**config.mk**
```make
export PLATFORM = sky130hd
export DESIGN_NAME = imnq_ctrl
export DESIGN_NICKNAME = d
export VERILOG_FILES = /design/src/hw/rtl/incidence_matrix_neighbor_query_assert.svh /design/src/hw/rtl/imnq_pkg.sv /design/src/hw/rtl/imnq_ctrl.sv
export SDC_FILE = /design/constraint.sdc
export NUM_CORES = 1
export LEC_CHECK = 0
export BUFFER_PORTS_ARGS = -buffer_cell sky130_fd_sc_hd__buf_4
export CORE_MARGIN = 4
export CORE_UTILIZATION = 39
export DETAILED_ROUTE_END_ITERATION = 8
export HOLD_SLACK_MARGIN = 0.15
export PLACE_DENSITY = 0.76
export SLEW_MARGIN = 5
export SYNTH_ARGS = -nofsm -noshare
export SYNTH_HDL_FRONTEND = slang
export SYNTH_SLANG_ARGS = --single-unit
export TNS_END_PERCENT = 50
```
**constraint.sdc**
```tcl
create_clock -name i_clk -period 1.3 [get_ports i_clk]
set_clock_uncertainty 0.15 [all_clocks]
set_input_delay 0.065 -clock i_clk [delete_from_list [all_inputs] [get_ports i_clk]]
set_output_delay 0.065 -clock i_clk [all_outputs]
set_load 0.02 [all_outputs]
```
**src/hw/rtl/incidence_matrix_neighbor_query_assert.svh**
```systemverilog
// Assertion macros shared by the incidence matrix block
`ifndef INCIDENCE_MATRIX_NEIGHBOR_QUERY_ASSERT_SVH
`define INCIDENCE_MATRIX_NEIGHBOR_QUERY_ASSERT_SVH

// same-cycle implication, disabled while reset is asserted
`define IMNQ_ASSERT_IMPLY(lbl, clk, rstn, ante, cons, msg) \
    lbl: assert property (@(posedge clk) disable iff (!(rstn)) (ante) |-> (cons)) \
        else $error(msg);

// next-cycle implication, disabled while reset is asserted
`define IMNQ_ASSERT_NEXT(lbl, clk, rstn, ante, cons, msg) \
    lbl: assert property (@(posedge clk) disable iff (!(rstn)) (ante) |=> (cons)) \
        else $error(msg);

`endif

```
**src/hw/rtl/imnq_pkg.sv**
```systemverilog
// Shared types and constants of the incidence matrix neighbor query block
package imnq_pkg;

    localparam int VERT_W    = 7;
    localparam int EDGE_W    = 7;
    localparam int CFG_W     = 7;
    localparam int CFG_IDX_W = 1;
    localparam int REQ_W     = 2;
    localparam int CELL_W    = 2;

    localparam int DEF_MAX_VERTS     = 64;
    localparam int DEF_MAX_EDGE_COLS = 64;

    localparam logic [CFG_W-1:0]  RST_VERTEX_COUNT = 7'd64;
    localparam logic [CFG_W-1:0]  RST_EDGE_COUNT   = 7'd0;
    localparam logic [CELL_W-1:0] CELL_ONE         = 2'd1;
    localparam logic [CELL_W-1:0] CELL_MAX         = 2'd3;

    typedef enum logic [REQ_W-1:0] {
        REQ_CLEAR = 2'd0,
        REQ_ADD   = 2'd1,
        REQ_ADJ   = 2'd2,
        REQ_NBR   = 2'd3
    } t_req;

    typedef enum logic [CFG_IDX_W-1:0] {
        CFG_VERTEX_COUNT = 1'b0,
        CFG_EDGE_COUNT   = 1'b1
    } t_cfg_reg;

    typedef enum logic [3:0] {
        ST_IDLE,
        ST_ADD_RA,
        ST_ADD_WA,
        ST_ADD_RB,
        ST_ADD_WB,
        ST_ADJ_RA,
        ST_ADJ_LA,
        ST_ADJ_OUT,
        ST_NB_RA,
        ST_NB_LA,
        ST_NB_SCAN,
        ST_NB_END
    } t_state;

    typedef enum logic [2:0] {
        RD_A,
        RD_B,
        RD_Y0,
        RD_Y,
        RD_YNEXT
    } t_rd_sel;

    typedef enum logic [1:0] {
        OUT_ADJ,
        OUT_PEND,
        OUT_END
    } t_out_kind;

    typedef struct packed {
        logic      latch_req;
        logic      clear_all;
        t_rd_sel   rd_sel;
        logic      wr_en;
        logic      wr_sel_b;
        logic      load_row_a;
        logic      y_init;
        logic      y_step;
        logic      pend_set;
        logic      out_load;
        t_out_kind out_kind;
    } t_dp_cmd;

    typedef struct packed {
        logic hit;
        logic pend_vld;
        logic y_last;
        logic nv_zero;
        logic out_free;
    } t_dp_sts;

endpackage

```
**src/hw/rtl/imnq_ctrl.sv**
```systemverilog
// Request sequencer of the incidence matrix block
module imnq_ctrl (
    input  logic                          i_clk,
    input  logic                          i_rst_n,
    input  logic                          i_in_valid,
    output logic                          o_in_ready,
    input  logic [imnq_pkg::REQ_W-1:0]    i_req_type,
    input  imnq_pkg::t_dp_sts             i_sts,
    output imnq_pkg::t_dp_cmd             o_cmd
);

    imnq_pkg::t_state r_state;
    imnq_pkg::t_state n_state;
    imnq_pkg::t_req   w_req;
    logic             w_accept;
    logic             w_stall;

    assign w_req    = imnq_pkg::t_req'(i_req_type);
    assign w_accept = i_in_valid && (r_state == imnq_pkg::ST_IDLE);
    // a found neighbor can only be taken once the previous one has left
    assign w_stall  = i_sts.hit && i_sts.pend_vld && !i_sts.out_free;

    always_ff @(posedge i_clk) begin
        if (!i_rst_n) begin
            r_state <= imnq_pkg::ST_IDLE;
        end else begin
            r_state <= n_state;
        end
    end

    always_comb begin
        n_state = r_state;
        case (r_state)
            imnq_pkg::ST_IDLE: begin
                if (w_accept) begin
                    case (w_req)
                        imnq_pkg::REQ_CLEAR: n_state = imnq_pkg::ST_IDLE;
                        imnq_pkg::REQ_ADD:   n_state = imnq_pkg::ST_ADD_RA;
                        imnq_pkg::REQ_ADJ:   n_state = imnq_pkg::ST_ADJ_RA;
                        imnq_pkg::REQ_NBR:   n_state = imnq_pkg::ST_NB_RA;
                        default:             n_state = imnq_pkg::ST_IDLE;
                    endcase
                end
            end
            imnq_pkg::ST_ADD_RA:  n_state = imnq_pkg::ST_ADD_WA;
            imnq_pkg::ST_ADD_WA:  n_state = imnq_pkg::ST_ADD_RB;
            imnq_pkg::ST_ADD_RB:  n_state = imnq_pkg::ST_ADD_WB;
            imnq_pkg::ST_ADD_WB:  n_state = imnq_pkg::ST_IDLE;
            imnq_pkg::ST_ADJ_RA:  n_state = imnq_pkg::ST_ADJ_LA;
            imnq_pkg::ST_ADJ_LA:  n_state = imnq_pkg::ST_ADJ_OUT;
            imnq_pkg::ST_ADJ_OUT: begin
                if (i_sts.out_free) begin
                    n_state = imnq_pkg::ST_IDLE;
                end
            end
            imnq_pkg::ST_NB_RA:   n_state = imnq_pkg::ST_NB_LA;
            imnq_pkg::ST_NB_LA: begin
                n_state = i_sts.nv_zero ? imnq_pkg::ST_NB_END : imnq_pkg::ST_NB_SCAN;
            end
            imnq_pkg::ST_NB_SCAN: begin
                if (!w_stall && i_sts.y_last) begin
                    n_state = imnq_pkg::ST_NB_END;
                end
            end
            imnq_pkg::ST_NB_END: begin
                if (i_sts.out_free) begin
                    n_state = imnq_pkg::ST_IDLE;
                end
            end
            default: n_state = imnq_pkg::ST_IDLE;
        endcase
    end

    always_comb begin
        o_cmd      = '0;
        o_cmd.rd_sel   = imnq_pkg::RD_A;
        o_cmd.out_kind = imnq_pkg::OUT_ADJ;
        o_in_ready = 1'b0;
        case (r_state)
            imnq_pkg::ST_IDLE: begin
                o_in_ready      = 1'b1;
                o_cmd.latch_req = w_accept;
                o_cmd.clear_all = w_accept && (w_req == imnq_pkg::REQ_CLEAR);
            end
            imnq_pkg::ST_ADD_RA: o_cmd.rd_sel = imnq_pkg::RD_A;
            imnq_pkg::ST_ADD_WA: o_cmd.wr_en  = 1'b1;
            imnq_pkg::ST_ADD_RB: o_cmd.rd_sel = imnq_pkg::RD_B;
            imnq_pkg::ST_ADD_WB: begin
                o_cmd.rd_sel   = imnq_pkg::RD_B;
                o_cmd.wr_en    = 1'b1;
                o_cmd.wr_sel_b = 1'b1;
            end
            imnq_pkg::ST_ADJ_RA: o_cmd.rd_sel = imnq_pkg::RD_A;
            imnq_pkg::ST_ADJ_LA: begin
                o_cmd.load_row_a = 1'b1;
                o_cmd.rd_sel     = imnq_pkg::RD_B;
            end
            imnq_pkg::ST_ADJ_OUT: begin
                o_cmd.rd_sel   = imnq_pkg::RD_B;
                o_cmd.out_load = i_sts.out_free;
                o_cmd.out_kind = imnq_pkg::OUT_ADJ;
            end
            imnq_pkg::ST_NB_RA: o_cmd.rd_sel = imnq_pkg::RD_A;
            imnq_pkg::ST_NB_LA: begin
                o_cmd.load_row_a = 1'b1;
                o_cmd.y_init     = 1'b1;
                o_cmd.rd_sel     = imnq_pkg::RD_Y0;
            end
            imnq_pkg::ST_NB_SCAN: begin
                // hold the row address while stalled so the read data stays put
                o_cmd.rd_sel   = (w_stall || i_sts.y_last) ? imnq_pkg::RD_Y
                                                           : imnq_pkg::RD_YNEXT;
                o_cmd.y_step   = !w_stall && !i_sts.y_last;
                o_cmd.pend_set = !w_stall && i_sts.hit;
                o_cmd.out_load = !w_stall && i_sts.hit && i_sts.pend_vld;
                o_cmd.out_kind = imnq_pkg::OUT_PEND;
            end
            imnq_pkg::ST_NB_END: begin
                o_cmd.rd_sel   = imnq_pkg::RD_Y;
                o_cmd.out_load = i_sts.out_free;
                o_cmd.out_kind = imnq_pkg::OUT_END;
            end
            default: o_cmd.rd_sel = imnq_pkg::RD_A;
        endcase
    end

endmodule

```
==> results.toml, run 1 <==
[synth]
syn_area_per_cell_um2 = 6.58
synth_nets = 91
netlist_instances = 78
synth.distinct_cells = 28
ys_seq_area_frac = 0.156
ys.flop_type = "dfxtp_1"
synth_seq_cells = 4
synth_area_um2 = 513
synthArstFlopShare = 0
synth-edff-count = 0
ys_warn_count = 0

[clocking]
cts_buffer_depth = 2
numCtsBuffers = 3
h-tree-depth = 1
clock-sinks = 4
cts_root_buf = "clkbuf_4"

[timing]
crit_endpoint = "o_cmd[12]"
worstEpCategory = "output port"

[placement]
place_congestion = 0.874
place_hpwl_um = 1280
dpl_worst_slack_ns = -0.210
io_buffer_count = 24

[status]
stop_stage = "5_1_grt"
error = "[ERROR DPL-0038] Utilization greater than 100%, impossible to legalize"
status = "did not finish"

[global_route]
grt_max_degree = 8

[floorplanning]
std_cell_rows = 12
fp.dieH_um = 44.3
initial_utilization = 0.438
die_width_um = 44.3
io_pins = 25
-- synth_stat cells, types with 3 or more instances --
master | count | area, um^2
ha_1 | 3 | 37.5
nor2_1 | 11 | 41.3
nor3_1 | 4 | 20.0
inv_1 | 5 | 18.8
dfxtp_1 | 4 | 80.1
nand2_1 | 9 | 33.8
o21ai_0 | 5 | 25.0
buf_2 | 4 | 20.0
a21oi_1 | 4 | 20.0
nand2b_1 | 4 | 25.0
-- per-stage QoR --
stage / cells / area [um^2] / TNS (ns)
floorplan: 78 / 574 / -0.743
global placement: 127 / 848 / -1.44
detailed placement: 127 / 848 / -1.61
CTS: 138 / 1060 / -2.58
-- kinds of logic after synthesis --
logic type               after synthesis  share of synthesized area
AND/OR/NAND/NOR                       38                      0.371
multiplexers                           2                     0.0390
adder cells (fa/ha/maj)                3                     0.0732
XOR/XNOR                               2                     0.0342
AO/OA/AOI/OAI                         19                      0.237
buffers and inverters                 10                     0.0903
flip-flops                             4                      0.156
-- timing repair --
| action | CTS |
|---|---|
| resized for setup | 34 |
| endpoints found under the setup margin | 19 |
| setup buffers | 7 |
| endpoints found under the hold margin | 4 |
| pin swaps | 10 |
| hold buffers | 2 |
==> inputs of run 2 (changes only) <==
- CORE_AREA: unset -> 4 4 65 67
- CORE_MARGIN: 4 -> unset
- CORE_UTILIZATION: 39 -> unset
- DIE_AREA: unset -> 0 0 69 71
- HOLD_SLACK_MARGIN: 0.15 -> unset
- PLACE_DENSITY: 0.76 -> unset
- PLACE_DENSITY_LB_ADDON: unset -> 0.15
- clock period: 1.3 -> 1.69 ns (I/O delays scaled with it)
==> run 2 against run 1 <==
Against the previous run: the flow now finishes without violations; synthesized area stayed put; synthesized cell count is the same.
==> results.toml, run 2 <==
[timing]
min_period_over_period = 0.949
slew_headroom = 0.772
timing.setup.tns_ns = 0
finalSetupViolations = 0
fmax_mhz = 623
holdWs_ns = 0.0518
slew_viol_final = 0
rsz0062_at_grt = "no"
layout_min_cycle_time_ns = 1.60
tightest_slew_ns = 0.339
hold_viol = 0

[cells_and_area]
antennaDiodeCount = 0
final_common_cell = "buf_4"
nFillCells = 430
final_util = 0.234
final_cell_mix = "31 x buf_4, 11 x nor2_1, 9 x nand2_1, 5 x inv_1"
drive_above_1_share = 0.376
regMostFlops = "r_state"
nets = 124
largest_reg_flops = 4
seqCellArea_um2 = 83.8
multi_input_area_um2 = 392
largestRegisters = "r_state (4)"
area_growth_pct = 65.6

[route]
first_pass_iters = 2
via_per_inst = 3.87
drt_wl_total_um = 1710
wl_per_cell_um = 10.9
drt_iter0_drc = 17
drc_errors = 0
ant_nets = 0
via_count = 608

[synth]
syn_area_per_cell_um2 = 6.58
ys_seq_area_frac = 0.156
ys_top_cells_by_area = "dfxtp_1 16%, nor2_1 8.0%, ha_1 7.3%"
synth_seq_cells = 4
synth-edff-count = 0
synth_nets = 91
synth.distinct_cells = 28
synth_top_area_frac = 0.156
synth_common_cells = "11 x nor2_1, 9 x nand2_1, 5 x inv_1, 5 x o21ai_0"
synthArstFlopShare = 0
synth_largest_area_cell = "dfxtp_1"
synth_area_um2 = 513
ys_warn_count = 0
ys.flop_type = "dfxtp_1"
synth_most_common_cell = "nor2_1"
netlist_instances = 78

[placement]
place_congestion = 0.752
place_hpwl_um = 1410
io_buffer_count = 24

[worst_hold_path]
min-delay-start = "i_sts[0]"
hold_path_class = "input pin to flop"

[floorplanning]
die-area_um2 = 4900
die_width_um = 69
initial_utilization = 0.141
std_cell_rows = 22
io_pins = 25
core_um2 = 3630
fp.dieH_um = 71

[status]
status = "finished, final reports clean"

[clocking]
cts_buffer_depth = 2
clock-sinks = 4
cts_tree = "built"
cts.clk_slew.worst_paths_ns = 0.03
insertion_delay_ns = 0.22
numCtsBuffers = 3
cts_root_buf = "clkbuf_8"
h-tree-depth = 1
post_cts_buffers = 0

[power_and_ir_drop]
pwr_density_cell_nw_per_um2 = 1570
peakVddDrop_uv = 300
total_power_mw = 1.34
power.leakage_nw = 0.389

[worst_setup_path]
worstReg2RegStart = "r_state[1]"
crit_start = "r_state[2]"
cp-end-kind = "output port"
crit_type = "flop to output port"
crit_required_ns = 1.46
crit_fanout = 10
cp-start-kind = "flop"
worstPathArrival_ns = 1.37

[global_route]
grt_pass1_vias = 628
antenna_found_initial = 0
grt_use_total = 0.0691
grt_max_degree = 14
grt_pass1_wl_um = 2730
overflow = 0

[run]
cap_viol_max_count = 0
==> run 2: cell counts after synthesis <==
Identical to the previous run, type by type.
==> run 2: final cells by class <==
| class | instances | share of cell area |
|---|---|---|
| timing repair buffer | 33 | 0.299 |
| inverter | 5 | 0.0221 |
| multi-input combinational | 64 | 0.461 |
| sequential | 4 | 0.0987 |
| clock buffer | 3 | 0.0486 |
| tap | 48 | 0.0707 |
==> run 2: worst max-delay path, cell delays in order, from the launching register on <==
cell     delay, ns
dfxtp_2       0.34
buf_6         0.15
or3_1         0.36
a21oi_1       0.15
buf_4         0.15
==> run 2: where the power goes <==
group          switching (mW)  leakage [nW]  internal, mW  total [mW]
combinational           0.479         0.333         0.430       0.909
sequential             0.0860        0.0341         0.144       0.230
clock                  0.0467        0.0216         0.152       0.198
total                   0.612         0.389         0.725        1.34
==> run 2: cell families after synthesis <==
group | after synthesis | share of synthesized area
simple gates | 38 | 0.371
compound gates | 19 | 0.237
buf+inv | 10 | 0.0903
flops | 4 | 0.156
fa+ha+maj | 3 | 0.0732
xor+xnor | 2 | 0.0342
mux | 2 | 0.0390
==> run 2: path summary, 6_finish.rpt <==
check | to | slack (ns) | cells past startpoint
worst max-delay path | o_cmd[2] | 0.09 | 4
worst max register to register | r_state[2] | 0.24 | 4
worst min register to register | r_state[2] | 0.37 | 2
worst min-delay path | r_state[0] | 0.05 | 4
==> run 2: layer usage <==
metal	track usage	part of all wire	vias to the layer above
met5	0	0	-
met4	0.0325	0.0076	0
met3	0.0313	0.067	4
met2	0.112	0.46	14
met1	0.0772	0.46	259
li1	-	-	331
==> run 2: repair_timing <==
action                                  4_1_cts  5_1_grt
resized for setup                             3        2
hold buffers                                  1        0
hold endpoints to repair                      1        0
endpoints found under the setup margin        2        2
==> run 2: stage by stage <==
step | instance area [um^2] | std cells | setup slack (ns)
finish | 850 | 157 | 0.0861
global route | 850 | 157 | 0.00747
CTS | 848 | 157 | 0.0154
detailed placement | 791 | 153 | 0.184
global placement | 791 | 153 | 0.194
floorplan | 518 | 78 | 0.0380
Power figures use the tool's default switching activity.
